### config.mk
export PLATFORM = sky130hd
export DESIGN_NAME = morse_element_timing_classifier_top
export DESIGN_NICKNAME = d
export VERILOG_FILES = /design/src/design/metc_pkg.sv /design/src/design/morse_element_timing_classifier_top.sv
export SDC_FILE = /design/constraint.sdc
export NUM_CORES = 2
export LEC_CHECK = 0
export BUFFER_PORTS_ARGS = -buffer_cell sky130_fd_sc_hd__buf_2
export CAP_MARGIN = 20
export CORE_MARGIN = 2
export CORE_UTILIZATION = 50
export CTS_CLUSTER_DIAMETER = 120
export DETAILED_ROUTE_END_ITERATION = 10
export HOLD_SLACK_MARGIN = 0.1
export MAX_ROUTING_LAYER = met4
export PLACE_DENSITY = 0.68
export SLEW_MARGIN = 20
export SYNTH_ARGS = -nofsm -noshare
export SYNTH_HDL_FRONTEND = slang
export SYNTH_SLANG_ARGS = --single-unit
export TNS_END_PERCENT = 10
### constraint.sdc
create_clock -name i_clk -period 8.3 [get_ports i_clk]
set_input_delay 0.415 -clock i_clk [delete_from_list [all_inputs] [get_ports i_clk]]
set_output_delay 0.415 -clock i_clk [all_outputs]
set_load 0.02 [all_outputs]
### src/design/metc_pkg.sv
// Shared types and constants for the Morse element timing classifier.
`default_nettype none

package metc_pkg;

    localparam int COUNT_BITS     = 20;
    localparam int FRACTION_BITS  = 8;
    localparam int DIT_BITS       = COUNT_BITS + FRACTION_BITS;
    localparam int CFG_INDEX_BITS = 3;
    localparam int CFG_DATA_BITS  = 28;

    // Register indexes on the configuration port
    localparam logic [CFG_INDEX_BITS-1:0] REG_INITIAL_DIT   = 3'd0;
    localparam logic [CFG_INDEX_BITS-1:0] REG_MIN_RATIO     = 3'd1;
    localparam logic [CFG_INDEX_BITS-1:0] REG_MIN_SAMPLES   = 3'd2;
    localparam logic [CFG_INDEX_BITS-1:0] REG_EMA_WEIGHT    = 3'd3;
    localparam logic [CFG_INDEX_BITS-1:0] REG_DIT_DAH_RATIO = 3'd4;
    localparam logic [CFG_INDEX_BITS-1:0] REG_CHAR_RATIO    = 3'd5;
    localparam logic [CFG_INDEX_BITS-1:0] REG_WORD_RATIO    = 3'd6;

    // Register reset values
    localparam logic [27:0] RST_INITIAL_DIT   = 28'd122880;
    localparam logic [11:0] RST_MIN_RATIO     = 12'd128;
    localparam logic [19:0] RST_MIN_SAMPLES   = 20'd80;
    localparam logic [7:0]  RST_EMA_WEIGHT    = 8'd26;
    localparam logic [7:0]  RST_DIT_DAH_RATIO = 8'd32;
    localparam logic [7:0]  RST_CHAR_RATIO    = 8'd40;
    localparam logic [7:0]  RST_WORD_RATIO    = 8'd96;

    // Input actions
    localparam logic [1:0] ACT_SAMPLE  = 2'd0;
    localparam logic [1:0] ACT_FLUSH   = 2'd1;
    localparam logic [1:0] ACT_RESTART = 2'd2;

    // Element codes
    localparam logic [2:0] EL_NONE = 3'd0;
    localparam logic [2:0] EL_DIT  = 3'd1;
    localparam logic [2:0] EL_DAH  = 3'd2;
    localparam logic [2:0] EL_CHAR = 3'd3;
    localparam logic [2:0] EL_WORD = 3'd4;

    typedef struct packed {
        logic [1:0] action;
        logic       level;
    } t_in_word;

    typedef struct packed {
        logic [2:0]  element;
        logic [27:0] dit_estimate;
    } t_out_word;

endpackage

`default_nettype wire

### src/design/morse_element_timing_classifier_top.sv
// Top level of the Morse element timing classifier: counters, classifier and handshake.
`default_nettype none

// Morse element timing classifier. Each input word carries one keying sample (or a flush
// or restart action); each accepted word yields exactly one output word holding the element
// code (none, dit, dah, character gap, word gap) and the dit estimate after that step, Q20.8.
// Mark and gap counters saturate at 2^20-1. A dit pulls the estimate toward its own length
// through an EMA with weight ema_weight/256, rounded to nearest. Throughput is one word per
// clock while the output is not stalled; an accepted word passes through the input register
// and then the result register. The rate is set by the state update loop: the dit estimate
// and both counters are computed combinationally from the registered word and the current
// state, with all products (noise floor, dit/dah split, gap thresholds, EMA) formed in
// parallel. A stalled output holds the pipeline; the input side keeps one word in flight.
// Write the configuration registers only while no word is in flight.
module morse_element_timing_classifier_top (
    input  wire                                   i_clk,
    input  wire                                   i_rst_n,
    input  wire                                   i_cfg_we,
    input  wire  [metc_pkg::CFG_INDEX_BITS-1:0]   i_cfg_index,
    input  wire  [metc_pkg::CFG_DATA_BITS-1:0]    i_cfg_data,
    input  wire                                   i_in_valid,
    output logic                                  o_in_ready,
    input  metc_pkg::t_in_word                    i_in_word,
    output logic                                  o_out_valid,
    input  wire                                   i_out_ready,
    output metc_pkg::t_out_word                   o_out_word
);

    localparam int CB  = metc_pkg::COUNT_BITS;
    localparam int FB  = metc_pkg::FRACTION_BITS;
    localparam int DB  = metc_pkg::DIT_BITS;
    // product widths
    localparam int FLOOR_W = DB + 12;          // dit * Q4.8 ratio
    localparam int THR_W   = DB + 8;           // dit * Q4.4 ratio
    localparam int SCL_W   = CB + FB + 4;      // count scaled to dit * Q4.4
    localparam int MIX_W   = DB + 10;          // EMA accumulator

    // configuration registers
    logic [27:0] r_initial_dit;
    logic [11:0] r_min_ratio;
    logic [19:0] r_min_samples;
    logic [7:0]  r_ema_weight;
    logic [7:0]  r_dit_dah_ratio;
    logic [7:0]  r_char_ratio;
    logic [7:0]  r_word_ratio;

    always_ff @(posedge i_clk) begin
        if (!i_rst_n) begin
            r_initial_dit   <= metc_pkg::RST_INITIAL_DIT;
            r_min_ratio     <= metc_pkg::RST_MIN_RATIO;
            r_min_samples   <= metc_pkg::RST_MIN_SAMPLES;
            r_ema_weight    <= metc_pkg::RST_EMA_WEIGHT;
            r_dit_dah_ratio <= metc_pkg::RST_DIT_DAH_RATIO;
            r_char_ratio    <= metc_pkg::RST_CHAR_RATIO;
            r_word_ratio    <= metc_pkg::RST_WORD_RATIO;
        end else if (i_cfg_we) begin
            case (i_cfg_index)
                metc_pkg::REG_INITIAL_DIT:   r_initial_dit   <= i_cfg_data[27:0];
                metc_pkg::REG_MIN_RATIO:     r_min_ratio     <= i_cfg_data[11:0];
                metc_pkg::REG_MIN_SAMPLES:   r_min_samples   <= i_cfg_data[19:0];
                metc_pkg::REG_EMA_WEIGHT:    r_ema_weight    <= i_cfg_data[7:0];
                metc_pkg::REG_DIT_DAH_RATIO: r_dit_dah_ratio <= i_cfg_data[7:0];
                metc_pkg::REG_CHAR_RATIO:    r_char_ratio    <= i_cfg_data[7:0];
                metc_pkg::REG_WORD_RATIO:    r_word_ratio    <= i_cfg_data[7:0];
                default: begin
                end
            endcase
        end
    end

    // ------------------------------------------------------------------
    // Handshake: input register feeds the classifier, which loads the
    // result register. Advance whenever the result register is free or
    // being drained this cycle.
    // ------------------------------------------------------------------
    logic               r_in_valid;
    metc_pkg::t_in_word r_in_word;
    logic               adv;
    logic               fire;

    assign adv        = !o_out_valid || i_out_ready;
    assign fire       = r_in_valid && adv;
    assign o_in_ready = !r_in_valid || adv;

    always_ff @(posedge i_clk) begin
        if (!i_rst_n) begin
            r_in_valid <= 1'b0;
        end else if (o_in_ready) begin
            r_in_valid <= i_in_valid;
        end
    end

    always_ff @(posedge i_clk) begin
        if (o_in_ready && i_in_valid) begin
            r_in_word <= i_in_word;
        end
    end

    // ------------------------------------------------------------------
    // Classifier state
    // ------------------------------------------------------------------
    logic [CB-1:0] r_mark, n_mark;
    logic [CB-1:0] r_gap, n_gap;
    logic          r_last, n_last;
    logic          r_seen, n_seen;
    logic [DB-1:0] r_dit, n_dit;
    logic [2:0]    n_elem;

    // Mark judgment, always on the current mark count
    logic [FLOOR_W-1:0] floor_prod;
    logic [FLOOR_W-17:0] floor_len;   // product >> (FB + 8)
    logic               mark_noise;
    logic [SCL_W-1:0]   mark_scaled;
    logic [THR_W-1:0]   dah_thr;
    logic               mark_short;
    logic [2:0]         mark_elem;
    logic               mark_dit;
    logic [8:0]         keep_weight;
    logic [MIX_W-1:0]   mix;
    logic [DB-1:0]      ema_dit;

    assign floor_prod = FLOOR_W'(r_dit) * FLOOR_W'(r_min_ratio);
    assign floor_len  = floor_prod[FLOOR_W-1:FB+8];
    // noise when shorter than either the scaled floor or the absolute minimum
    assign mark_noise = (FLOOR_W'(r_mark) < FLOOR_W'(floor_len))
                     || (r_mark < r_min_samples);

    assign mark_scaled = {r_mark, {(FB + 4){1'b0}}};
    assign dah_thr     = THR_W'(r_dit) * THR_W'(r_dit_dah_ratio);
    assign mark_short  = THR_W'(mark_scaled) < dah_thr;

    assign mark_dit  = !mark_noise && mark_short;
    assign mark_elem = mark_noise ? metc_pkg::EL_NONE :
                       (mark_short ? metc_pkg::EL_DIT : metc_pkg::EL_DAH);

    // EMA: ((256 - w) * dit + w * (mark << FB) + 128) >> 8
    assign keep_weight = 9'd256 - {1'b0, r_ema_weight};
    assign mix = (MIX_W'(keep_weight) * MIX_W'(r_dit))
               + (MIX_W'(r_ema_weight) * MIX_W'({r_mark, {FB{1'b0}}}))
               + MIX_W'(128);
    assign ema_dit = mix[8 +: DB];

    // Gap judgment on the current gap count
    logic [SCL_W-1:0] gap_scaled;
    logic [THR_W-1:0] word_thr;
    logic [THR_W-1:0] char_thr;
    logic [2:0]       gap_elem;

    assign gap_scaled = {r_gap, {(FB + 4){1'b0}}};
    assign word_thr   = THR_W'(r_dit) * THR_W'(r_word_ratio);
    assign char_thr   = THR_W'(r_dit) * THR_W'(r_char_ratio);

    always_comb begin
        if (THR_W'(gap_scaled) >= word_thr) begin
            gap_elem = metc_pkg::EL_WORD;
        end else if (THR_W'(gap_scaled) >= char_thr) begin
            gap_elem = metc_pkg::EL_CHAR;
        end else begin
            gap_elem = metc_pkg::EL_NONE;
        end
    end

    // Next state for the word in the input register
    always_comb begin
        n_mark = r_mark;
        n_gap  = r_gap;
        n_last = r_last;
        n_seen = r_seen;
        n_dit  = r_dit;
        n_elem = metc_pkg::EL_NONE;
        case (r_in_word.action)
            metc_pkg::ACT_SAMPLE: begin
                // advance the counter for this sample, holding at full scale
                if (r_in_word.level) begin
                    n_mark = (r_mark == {CB{1'b1}}) ? r_mark : r_mark + CB'(1);
                end else begin
                    n_gap = (r_gap == {CB{1'b1}}) ? r_gap : r_gap + CB'(1);
                end
                // falling edge: the mark just ended
                if (r_last && !r_in_word.level) begin
                    n_elem = mark_elem;
                    if (mark_dit) begin
                        n_dit = ema_dit;
                    end
                    n_mark = '0;
                    n_seen = 1'b1;
                end
                // rising edge: judge the gap only after an earlier mark
                if (!r_last && r_in_word.level) begin
                    if (r_seen && gap_elem != metc_pkg::EL_NONE) begin
                        n_elem = gap_elem;
                    end
                    n_gap = '0;
                end
                n_last = r_in_word.level;
            end
            metc_pkg::ACT_FLUSH: begin
                if (r_mark != '0 && r_seen) begin
                    n_elem = mark_elem;
                    if (mark_dit) begin
                        n_dit = ema_dit;
                    end
                    n_mark = '0;
                end
            end
            metc_pkg::ACT_RESTART: begin
                n_dit  = DB'(r_initial_dit);
                n_mark = '0;
                n_gap  = '0;
                n_last = 1'b0;
                n_seen = 1'b0;
            end
            default: begin
            end
        endcase
    end

    always_ff @(posedge i_clk) begin
        if (!i_rst_n) begin
            r_mark <= '0;
            r_gap  <= '0;
            r_last <= 1'b0;
            r_seen <= 1'b0;
            r_dit  <= DB'(metc_pkg::RST_INITIAL_DIT);
        end else if (fire) begin
            r_mark <= n_mark;
            r_gap  <= n_gap;
            r_last <= n_last;
            r_seen <= n_seen;
            r_dit  <= n_dit;
        end
    end

    // Result register
    always_ff @(posedge i_clk) begin
        if (!i_rst_n) begin
            o_out_valid <= 1'b0;
        end else if (adv) begin
            o_out_valid <= r_in_valid;
        end
    end

    always_ff @(posedge i_clk) begin
        if (fire) begin
            o_out_word.element      <= n_elem;
            o_out_word.dit_estimate <= 28'(n_dit);
        end
    end

endmodule

`default_nettype wire

* Word-level counts from Yosys, hierarchy flattened
Cells that the tools add are included.
** Word-level totals
- Flip-flop bits (word level) :: 198
- Output and inout port bits :: 33
- Input bits :: 39
** Operators by class
- Reduce and logical (&&, ||, !) cells :: 32
- Multiply operators :: 6
- Add/sub/neg operators :: 5
- Mux-type cells :: 25
- Equal/unequal tests :: 16
- Order comparisons :: 5
** Operators by type and width (count)
- 20-bit 2-to-1 mux :: 7
- 28-bit by 8-bit multiplier with 36-bit output :: 3
- 28-bit 2-to-1 mux :: 3
- 28-bit one-hot mux with 3 select lines :: 1
- 32-bit by 36-bit greater-or-equal comparator with 1-bit output :: 2
- 20-bit one-hot mux with 3 select lines :: 1
- 20-bit by 1-bit adder with 20-bit output, second input constant :: 2
- 20-bit == test, second input constant :: 2
- 28-bit by 12-bit multiplier with 40-bit output :: 1
- 20-bit one-hot mux with 2 select lines :: 1
- 36-bit adder :: 1
- 36-bit by 8-bit adder with 36-bit output, second input constant :: 1
- 32-bit by 36-bit < comparator with 1-bit output :: 1
- 9-bit by 28-bit multiplier with 36-bit output :: 1
- 8-bit by 20-bit multiplier with 28-bit output :: 1
- 20-bit by 24-bit < comparator with 1-bit output :: 1
- 20-bit < comparator :: 1
- 20-bit nonzero test :: 1
- 2-bit AND reduction :: 8
- 3-bit inequality test, second input constant :: 4
- 2-bit 2-to-1 mux :: 5
- 3-bit == test, second input constant :: 3
- 3-bit 2-to-1 mux :: 3
- 9-bit by 8-bit subtractor with 9-bit output, first input constant :: 1
- 18 further kinds :: 34

* Logic depth before layout (Yosys ltp)
- Depth in word-level cells :: 9
- Gate-level depth with buffers :: 42
- Depth with buffers taken out :: 37

* Least setup slack after synthesis
OpenSTA, ideal clock, no wires.
- Path type :: reg2reg
- Start point :: reg r_dit[10]
- End point :: reg o_out_word[1] (netlist bit), data pin
- Slack :: -237 ps
- Cell stages (with the launch flop) :: 36
- Library setup time :: 261 ps
- Data required time :: 8039 ps
- Arrival time :: 8276 ps
- Period minus slack after synthesis :: 8537 ps
- Cells stage by stage :: dfxtp_1 -> clkbuf_1 -> clkbuf_1 -> nand2_1 -> fa_1 -> fa_1 -> inv_1 -> fa_1 -> fa_1 -> inv_1 -> fa_1 -> inv_1 -> ha_1 -> o21a_1 -> o21ai_1 -> o41ai_2 -> or4b_4 -> a31oi_1 -> a21oi_4 -> a21o_1 -> a21oi_1 -> xor2_1 -> ha_1 -> and3_1 -> nand3_1 -> nor3_1 -> and3_1 -> o211ai_1 -> a221oi_1 -> mux2_1 -> and4bb_1 -> nand3_2 -> o21ai_2 -> nand3_1 -> buf_2 -> a221o_1
** On the way
- Cells in the longest elaborated chain, start to end :: 8
- Elaborated cells between the ends (all ways) :: 11
- Those cells by class :: 2 x mul; 2 x order compare; 4 x mux; 3 x reduce/logical
** Ends and longest elaborated chain
- start, declared :: RTL line morse_element_timing_classifier_top.sv:106 : logic [DB-1:0] r_dit, n_dit;
- start signal, assigned :: RTL line morse_element_timing_classifier_top.sv:224 : r_dit <= DB'(metc_pkg::RST_INITIAL_DIT);
- start signal, assigned :: RTL line morse_element_timing_classifier_top.sv:230 : r_dit <= n_dit;
- 28-bit by 12-bit multiplier with 40-bit output :: RTL line morse_element_timing_classifier_top.sv:122 : assign floor_prod = FLOOR_W'(r_dit) * FLOOR_W'(r_min_ratio);
- 20-bit by 24-bit < comparator with 1-bit output :: RTL line morse_element_timing_classifier_top.sv:125 : assign mark_noise = (FLOOR_W'(r_mark) < FLOOR_W'(floor_len))
- 1-bit logical OR :: RTL line morse_element_timing_classifier_top.sv:126 : || (r_mark < r_min_samples);
- 1-bit logical NOT :: RTL line morse_element_timing_classifier_top.sv:132 : assign mark_dit = !mark_noise && mark_short;
- 1-bit logical AND * :: RTL line morse_element_timing_classifier_top.sv:132
- 28-bit 2-to-1 mux * :: RTL line morse_element_timing_classifier_top.sv:182, morse_element_timing_classifier_top.sv:200
- 28-bit 2-to-1 mux, on equally long branches :: RTL line morse_element_timing_classifier_top.sv:198, morse_element_timing_classifier_top.sv:180
- 28-bit one-hot mux with 3 select lines * :: RTL line morse_element_timing_classifier_top.sv:171 : case (r_in_word.action)
- named net n_dit[1] :: RTL line morse_element_timing_classifier_top.sv:106
- end, declared :: RTL line morse_element_timing_classifier_top.sv:26 : output metc_pkg::t_out_word o_out_word
The timed path passes the listed nets; every way through them passes the cells marked *.
A chain may end at the register's enable or synchronous reset.

* Worst setup path in the final report
- Start point :: reg r_dit[7]
- End point :: reg o_out_word[28] (netlist bit), data pin
** On the way
- Cells in the longest elaborated chain, start to end :: 9
- Elaborated cells between the ends (all ways) :: 20
- Those cells by class :: 4 x mul; 4 x order compare; 9 x mux; 3 x reduce/logical
** Ends and longest elaborated chain
- 28-bit by 8-bit multiplier with 36-bit output :: RTL line morse_element_timing_classifier_top.sv:151 : assign char_thr = THR_W'(r_dit) * THR_W'(r_char_ratio);
- 32-bit by 36-bit greater-or-equal comparator with 1-bit output :: RTL line morse_element_timing_classifier_top.sv:156 : end else if (THR_W'(gap_scaled) >= char_thr) begin
- 2-bit 2-to-1 mux :: RTL line morse_element_timing_classifier_top.sv:156
- 3-bit 2-to-1 mux :: RTL line morse_element_timing_classifier_top.sv:154 : if (THR_W'(gap_scaled) >= word_thr) begin
- 3-bit nonzero test :: RTL line morse_element_timing_classifier_top.sv:190 : if (r_seen && gap_elem != metc_pkg::EL_NONE) begin
- 1-bit logical AND :: RTL line morse_element_timing_classifier_top.sv:190
- 3-bit 2-to-1 mux :: RTL line morse_element_timing_classifier_top.sv:190
- 3-bit 2-to-1 mux :: RTL line morse_element_timing_classifier_top.sv:189 : if (!r_last && r_in_word.level) begin
- 3-bit one-hot mux with 2 select lines * :: RTL line morse_element_timing_classifier_top.sv:171
- named net n_elem[0] :: RTL line morse_element_timing_classifier_top.sv:107 : logic [2:0] n_elem;
Marked as above.

==> impl_metrics.json <==
{
  "gp_congestion": 1.001,
  "layout_common_cells": "1,143 x inv_1, 1,126 x nand2_1, 1,037 x fa_1, 603 x and2_1, 471 x buf_4",
  "gr-usage-all-layers_pct": 32.60,
  "vdd_drop_max_mv": 0.1816,
  "fin_skew_ns": 0.01896,
  "dp_hpwl_um": 137000,
  "antenna_found_initial": 14,
  "hold_depth": 3,
  "post-route-drc-count": 0,
  "cts_buffer_depth": 2,
  "pwr-share-seq_pct": 24.1,
  "synth_area_leaders": "fa_1 38%, ha_1 10%, inv_1 7.9%",
  "status": "finished, violations left",
  "routed_wl_um": 171100,
  "synth_top_area_cell": "fa_1",
  "wl_per_cell_um": 20.97,
  "power.density_mw_per_mm2": 71.20,
  "cts_tree": "yes",
  "yosys_most_used_dff": "dfxtp_1",
  "worstPathMaxFanout": 10,
  "worst_slew_pin_slew_ns": 1.205,
  "die_w_um": 334.0,
  "insertion_delay_ns": 0.52,
  "tns_ns": -0.5692,
  "r2r_end": "o_out_word[28]",
  "slew_headroom_pct": 19.38,
  "p_comb_share_pct": 55.3,
  "arrival_ns": 8.82,
  "rows": 121,
  "rsz0062_at_grt": "yes",
  "path_clk_slew_ns": 0.09,
  "grt_pass1_wl_um": 273100,
  "startpoint_type": "register",
  "ios": 72,
  "ys_types": 106,
  "p_clk_share_pct": 20.6,
  "area_growth_pct": 12.02,
  "multi_input_area_mm2": 0.04518,
  "critPathSlowestCell": "fa_1",
  "ff2ff_path_depth": 34,
  "seqCellArea_mm2": 0.004394,
  "drtIter0Drc": 3709,
  "yosysTopAreaCellShare_pct": 38.39,
  "dr.pass1.iters": 6,
  "synth.avg_cell_area_um2": 8.408,
  "worst_slack_ns": -0.1463,
  "vias": 45621,
  "internal-power_mw": 2.328,
  "timing.final.crit_share_pct": 101.8,
  "hp-start": "i_cfg_data[26]",
  "p_switching_mw": 2.015,
  "synth-edff-count": 34,
  "setup_viol": 12,
  "drive_above_1_share_pct": 12.41,
  "cts_sinks": 198,
  "grt_max_degree": 71,
  "preCtsSetupSlack_ns": -0.6283,
  "grt_pass1_vias": 47617,
  "cap_violations": 0,
  "antenna_left": 0,
  "startpoint": "r_dit[7]",
  "core_area_mm2": 0.1084,
  "reg2reg_setup_slack_ns": -0.15,
  "power_mw": 4.343,
  "start_util_pct": 50.23,
  "syn-num-nets": 8006,
  "final_common_cell": "inv_1",
  "post-route-min-period_ns": 8.446,
  "root_buffer": "clkbuf_16",
  "ys_ff_latch": 198,
  "slew_violations": 0,
  "h-tree-depth": 4,
  "end_kind": "register",
  "required_ns": 8.67,
  "die_area_mm2": 0.1115,
  "synthesis.area_mm2": 0.05445,
  "vias_per_cell": 5.593,
  "hp-class": "input pin to register",
  "cpPeakStageDelay_ns": 0.52,
  "timing.rr.start": "r_dit[7]",
  "switching_share_pct": 46.40,
  "overflow": 0,
  "postSynthCellCount": 6476,
  "p_leak_nw": 28.66,
  "ys_warn_count": 0,
  "hold_path_end": "r_initial_dit[26]",
  "synth_seq_area_share_pct": 7.905,
  "finalHoldViolCount": 0,
  "synth_async_sr_flop_share_pct": 0,
  "die_h_um": 334.0,
  "cts_buffers": 17,
  "numPortBuffers": 71,
  "fmax_mhz": 118.4,
  "violations": "negative setup slack",
  "critical_path_class": "register to register",
  "fin_nets": 8246,
  "fill_cells": 9795
}
## what timing repair did
action                                 4_1_cts  5_1_grt
hold buffers                                 4        0
resized for setup                          100      116
setup endpoints to repair                   58       59
pin swaps                                   27       53
buffers inserted                            17       19
endpoints found under the hold margin        4        0
## synthesized netlist by cell type (8+ instances only)
library cell  instances
a2111oi_0            11
a2bb2oi_1            16
o211ai_1             24
o21a_1               36
buf_1                 8
xor2_1               75
a221oi_1             24
ha_1                447
nand3_1              70
a21o_1               92
a211oi_1             14
o21ai_0             120
a21oi_1             276
or2_2                11
nand4_1              42
xnor2_1             105
o21bai_1             21
fa_1               1044
nand2_1            1135
and3_1               29
a221o_1               8
nor2_1              171
o31ai_1              15
clkbuf_1            359
dfxtp_1             164
a22oi_1               8
or3_1                19
nor3_1               47
nor2b_1              35
nor4_1               13
a31oi_1              35
inv_1              1147
nand2b_1             27
edfxtp_1             34
and2_1              606
## area by class of cell
class / count / area share [%]
clock inverters: 15 / 0.2564
well taps: 1414 / 2.901
flip-flops and latches: 198 / 7.205
inverters: 1150 / 7.079
repair buffers: 598 / 7.732
multi-input cells: 4751 / 74.07
clock buffers: 17 / 0.6975
diodes: 14 / 0.05744
## worst max-delay path by stage
stage | cells past startpoint | end | slack [ns]
6_report | 34 | o_out_word[28] | -0.15
3_5_place_dp | 35 | o_out_word[0] | -0.63
4_1_cts | 36 | o_out_word[19] | -0.10
3_3_place_gp | 36 | r_dit[7] | -0.34
2_1_floorplan | 35 | o_out_word[1] | 0.006
5_1_grt | 34 | o_out_word[28] | -0.44
## power by group through the flow
| stage | Sequential, mW | Combinational (mW) | Clock (mW) |
|---|---|---|---|
| finish | 1.05 | 2.40 | 0.893 |
| detailed placement | 1.07 | 2.29 | 0 |
| CTS | 1.05 | 2.33 | 0.894 |
| floorplan | 1.05 | 1.51 | 0 |
| global placement | 1.07 | 2.25 | 0 |
| global route | 1.05 | 2.67 | 0.927 |
## cell families (layout without fill, tap and decap cells)
group,count (synthesis),count (layout),share of synthesized area [%]
AND/OR/NAND/NOR,2259,2259,19.98
buffers and inverters,1527,1780,10.58
adder cells (fa/ha/maj),1491,1491,48.66
AO/OA/AOI/OAI,812,812,9.787
flip-flops,198,198,7.905
XOR/XNOR,181,181,2.937
multiplexers,8,8,0.1540
other,0,14,0
## routing by layer
| layer | share of wire [%] | wire, um | global-route usage [%] | vias up |
|---|---|---|---|---|
| li1 | - | - | - | 20510 |
| met1 | 41 | 69310 | 41.55 | 22900 |
| met4 | 6.1 | 10490 | 16.19 | 0 |
| met5 | 0 | 0 | - | - |
| met3 | 8.2 | 14090 | 6.054 | 410 |
| met2 | 45 | 77160 | 50.00 | 1801 |
## per-stage QoR
stage,utilization [%],instances,hold WS (ns),area (um^2)
floorplan,-,6476,0.4317,54480
global placement,54.55,8072,0.4372,59130
detailed placement,54.55,8072,0.4459,59130
CTS,55.61,8125,0.1097,60290
global route,56.26,8153,0.1480,60980
finish,56.27,8157,0.1283,60990
## registers in the layout (all words and copies together), names as in the netlist
signal,cells
r_dit_dah_ratio,8
r_initial_dit,28
r_seen,1
o_out_word,31
r_ema_weight,8
r_dit,28
r_min_ratio,12
r_mark,20
r_char_ratio,8
r_in_word,3
r_min_samples,20
r_gap,20
r_in_valid,1
r_last,1
r_word_ratio,8
o_out_valid,1
## worst max-delay path: cells and delay by family, from the launching register on
| family | cells | cell delay (ns) |
|---|---|---|
| AOI/OAI and AO/OA | 12 | 2.14 |
| xor gates and xnor gates | 1 | 0.16 |
| adders and majority gates | 6 | 2.56 |
| buffers and inverters | 6 | 0.87 |
| DFF | 1 | 0.45 |
| and+or+nand+nor | 9 | 2.08 |
No activity file was read; power rests on OpenSTA's default activity.
